$ cat src/rtl/ccs_pkg.sv
// Connected-component search: shared types and constants.
// Used by ccs_lsb_unit and connected_component_search; no dependencies.
`timescale 1ns / 1ps

package ccs_pkg;

  // Graph size and field widths
  localparam int unsigned MaxVertices = 64;
  localparam int unsigned VidW        = 6;   // vertex id width
  localparam int unsigned CntW        = 7;   // count width, holds MaxVertices itself

  typedef logic [MaxVertices-1:0] row_t;
  typedef logic [VidW-1:0]        vid_t;
  typedef logic [CntW-1:0]        cnt_t;

  // Request function codes
  localparam logic [1:0] FuncAddEdge = 2'd0;
  localparam logic [1:0] FuncQuery   = 2'd1;
  localparam logic [1:0] FuncClear   = 2'd2;

  // Configuration register indexes
  localparam logic [1:0] CfgVertexCount = 2'd0;
  localparam logic [1:0] CfgStartVertex = 2'd1;

  // Result of the lowest-set-bit unit
  typedef struct packed {
    logic found;  // word had at least one bit set
    vid_t idx;    // position of the lowest set bit
    row_t rest;   // word with that bit cleared
  } lsb_res_t;

endpackage

$ cat src/rtl/ccs_lsb_unit.sv
// Lowest-set-bit unit: isolates, encodes and clears the lowest set bit of a row.
// Shared by the stack push and the member emit phases. Depends on ccs_pkg.
`timescale 1ns / 1ps

module ccs_lsb_unit (
  input  ccs_pkg::row_t     word_i,
  output ccs_pkg::lsb_res_t res_o
);

  ccs_pkg::row_t iso;
  ccs_pkg::vid_t idx;

  // Two's complement trick picks out the lowest set bit
  assign iso = word_i & (~word_i + ccs_pkg::row_t'(1));

  // One-hot to binary: OR of the positions that carry each index bit
  always_comb begin
    idx = '0;
    for (int w = 0; w < ccs_pkg::MaxVertices; w++) begin
      if (iso[w]) begin
        idx = idx | ccs_pkg::vid_t'(w);
      end
    end
  end

  assign res_o.found = |word_i;
  assign res_o.idx   = idx;
  assign res_o.rest  = word_i & ~iso;

endmodule
$ cat config.mk
export PLATFORM = sky130hd
export DESIGN_NAME = ccs_lsb_unit
export DESIGN_NICKNAME = d
export VERILOG_FILES = /design/src/rtl/ccs_pkg.sv /design/src/rtl/ccs_lsb_unit.sv
export SDC_FILE = /design/constraint.sdc
export NUM_CORES = 1
export LEC_CHECK = 0
export BUFFER_PORTS_ARGS = -buffer_cell sky130_fd_sc_hd__buf_2
export CORE_ASPECT_RATIO = 0.75
export CORE_UTILIZATION = 40
export DETAILED_ROUTE_END_ITERATION = 8
export PLACE_DENSITY = 0.77
export SLEW_MARGIN = 20
export SYNTH_ARGS = -nofsm -noshare
export SYNTH_HDL_FRONTEND = slang
export SYNTH_SLANG_ARGS = --single-unit
$ cat constraint.sdc
create_clock -name vclk -period 2.85
set_input_delay 0.57 -clock vclk [all_inputs]
set_output_delay 0.57 -clock vclk [all_outputs]
set_load 0.1 [all_outputs]
==> results of run 1 <==
[per-stage QoR]
| step | setup TNS (ns) | area [um2] |
|---|---|---|
| detailed placement | -11.18 | 4160 |
| global placement | -7.93 | 4160 |
| floorplan | -5.44 | 2230 |
[cell families after synthesis]
kind of cell / share of synthesized area [%]
buffers and inverters: 5.88
other: 0.185
AND/OR/NAND/NOR: 64.5
AO/OA/AOI/OAI: 29.4
==> impl_metrics.ini, run 1 <==
[status]
status = stopped before the end
failing_step = clock tree synthesis (4_1_cts)
error_line = [ERROR DPL-0033] detailed placement checks failed during check placement.

[synthesis]
synth_area_leaders = nand2_1 6.3%, nor3_1 5.9%, nor4_1 5.9%, nor2_1 5.8%, a21boi_0 5.6%
syn-cell-area_mm2 = 0.00202
synthesis.nets = 381
yosysWarningCount = 0
synth_top_cell_by_area = nand2_1
synthCells = 317
synth_top_area_share_pct = 6.31
synthTopCellsByCount = 34 x nand2_1, 31 x nor2_1, 24 x nor3_1, 19 x nand3_1, 19 x nor4_1
syn_area_per_cell_um2 = 6.38
synth_cell_types = 60
synth_most_common_cell = nand2_1
ys_seq_area_share_pct = 0

[clocking]
ctsResizeCount = 161
cts_hold_buf = 0
postCtsSetupBuffers = 7

[floorplan]
rows = 22
dieHeight_um = 63.6
die_w_um = 84.1
start_util_pct = 41.5
top_level_ports = 135

[placement]
hpwl_um = 10500
io_buffers = 134
placed_cells = 657
gp_congestion = 1.10
post-place-ws_ns = -0.603
==> run 2, diff against run 1 <==
--- a/config.mk
+++ b/config.mk
@@ -6,10 +6,9 @@
 export NUM_CORES = 1
 export LEC_CHECK = 0
 export BUFFER_PORTS_ARGS = -buffer_cell sky130_fd_sc_hd__buf_2
-export CORE_ASPECT_RATIO = 0.75
-export CORE_UTILIZATION = 40
+export CORE_UTILIZATION = 25
 export DETAILED_ROUTE_END_ITERATION = 8
-export PLACE_DENSITY = 0.77
+export PLACE_DENSITY_LB_ADDON = 0.15
 export SLEW_MARGIN = 20
 export SYNTH_ARGS = -nofsm -noshare
 export SYNTH_HDL_FRONTEND = slang
==> impl_metrics.ini, run 2 <==
[status]
status = finished with violations
violations = setup timing

[worst_setup_path]
end_kind = output port
cp_slowest_stage_delay_ns = 0.33
cp_max_fo = 6
cp_slowest_cell = nor4_4
criticalPathCategory = primary input to output port
worst_ep_required_time_ns = 2.28
worstSetupStartpointType = primary input
worst_ep_arrival_time_ns = 2.62
cp_cell_sequence = buf_8 > nor4_4 > nand4b_4 > buf_6 > nor3_4 > buf_12 > and4b_1 > a221o_1 > nor2_2 > nand4_1 > buf_12
critPathMostFrequentCell = buf_12

[global_routing]
grt_max_degree = 10
grt_pass1_wl_um = 19200
antenna_found_initial = 0
first_global_vias = 3837
grt_remaining_overflow = 0
grt_usage_pct = 28.1

[route]
first_pass_iters = 5
drc = 0
antenna_left = 0
via_count = 3948
finalWirelength_um = 12700
wl_per_cell_um = 17.5
via_per_inst = 5.44
drt_iter0_drc = 172

[synthesis]
synth_cell_types = 60
ys_seq_area_share_pct = 0
synthTopCellsByCount = 34 x nand2_1, 31 x nor2_1, 24 x nor3_1, 19 x nand3_1, 19 x nor4_1
syn_area_per_cell_um2 = 6.38
synth_top_area_share_pct = 6.31
synthCells = 317
yosysWarningCount = 0
synth_top_cell_by_area = nand2_1
syn-cell-area_mm2 = 0.00202
synth_area_leaders = nand2_1 6.3%, nor3_1 5.9%, nor4_1 5.9%, nor2_1 5.8%, a21boi_0 5.6%
synthesis.nets = 381
synth_most_common_cell = nand2_1

[placement]
post-place-ws_ns = -0.592
gp_congestion = 1.05
hpwl_um = 9940
place_area_mm2 = 0.00428
placed_cells = 705
io_buffers = 134

[timing]
fin_crit_ns = 3.19
fin_ws_ns = -0.344
hold-worst-slack_ns = 1.54
drv_slew = 0
final-hold-violation-count = 0
rsz0062_at_grt = yes
setup_viol = 32
fin_crit_sh_pct = 112
finalSetupTns_ns = -4.64
fmax_mhz = 313

[floorplan]
start_util_pct = 26.0
rows = 32
dieHeight_um = 91.9
die_w_um = 91.9
dieArea_mm2 = 0.00845
top_level_ports = 135
core-area_mm2 = 0.00777

[finish]
nFillCells = 634
diodes = 0
multiInputGateArea_mm2 = 0.00241
drive_above_1_share_pct = 66.7
n_clock_buffer = 0
syn_to_final_growth_pct = 170
finalNetCount = 690
regArea_um2 = 0
final_cell_mix = 150 x buf_4, 75 x buf_2, 46 x buf_6
sequential_cell_total = 0
final_cell_area_mm2 = 0.00546
layout_commonest_cell = buf_4
stdcell_count = 726
postLayoutCoreUtil_pct = 70.3

[pwr]
ir_worst_vdd_mv = 0.104
leakagePower_nw = 2.64
power_mw = 0.895
powerDensity_mw_per_mm2 = 164

[worst_hold_path]
hold_class = primary input to output port

[run]
maxCapViolCount = 0

[clocking]
cts_hold_buf = 0
## run 2: cell counts after synthesis
Identical to the previous run, type by type.
## run 2: logic make-up (layout without fill, tap and decap cells)
kind of cell | Yosys count | in the layout | synth area share (%)
other cells | 1 | 1 | 0.185
simple gates | 213 | 213 | 64.5
compound gates | 81 | 81 | 29.4
buf+inv | 22 | 329 | 5.88
## run 2: final timing paths
| check | from | depth (start not counted) | to |
|---|---|---|---|
| worst max-delay path | word_i[16] | 11 | res_o[66] |
| worst min-delay path | word_i[63] | 3 | res_o[63] |
## run 2: repair_timing
item / 4_1_cts / 5_1_grt
resized for setup: 174 / 106
setup buffers: 18 / 15
setup endpoints to repair: 47 / 55
pin swaps: 30 / 20
gates cloned: 1 / 0
## run 2: worst max-delay path, delay by kind of cell
family | cells | cell delay [ns]
AOI/OAI and AO/OA | 1 | 0.20
and+or+nand+nor | 6 | 1.22
buffers and inverters | 4 | 0.62
## run 2: power breakdown
| part | internal, mW | switching (mW) |
|---|---|---|
| clock | 0 | 0 |
| combinational | 0.312 | 0.583 |
| sequential | 0 | 0 |
## run 2: area by class of cell
cell class	instances	area share, %
timing repair buffer	317	52.7
multi-input combinational	295	44.1
inverter	12	0.825
tap	102	2.34
## run 2: routing by layer
layer,vias to the layer above,part of all wire [%],global-route usage [%]
met5,-,0,0
met4,0,1.8,3.26
met3,22,7.1,3.32
met2,204,49,49.8
met1,1862,42,37.2
li1,1860,-,-
No activity file was read; power rests on OpenSTA's default activity.
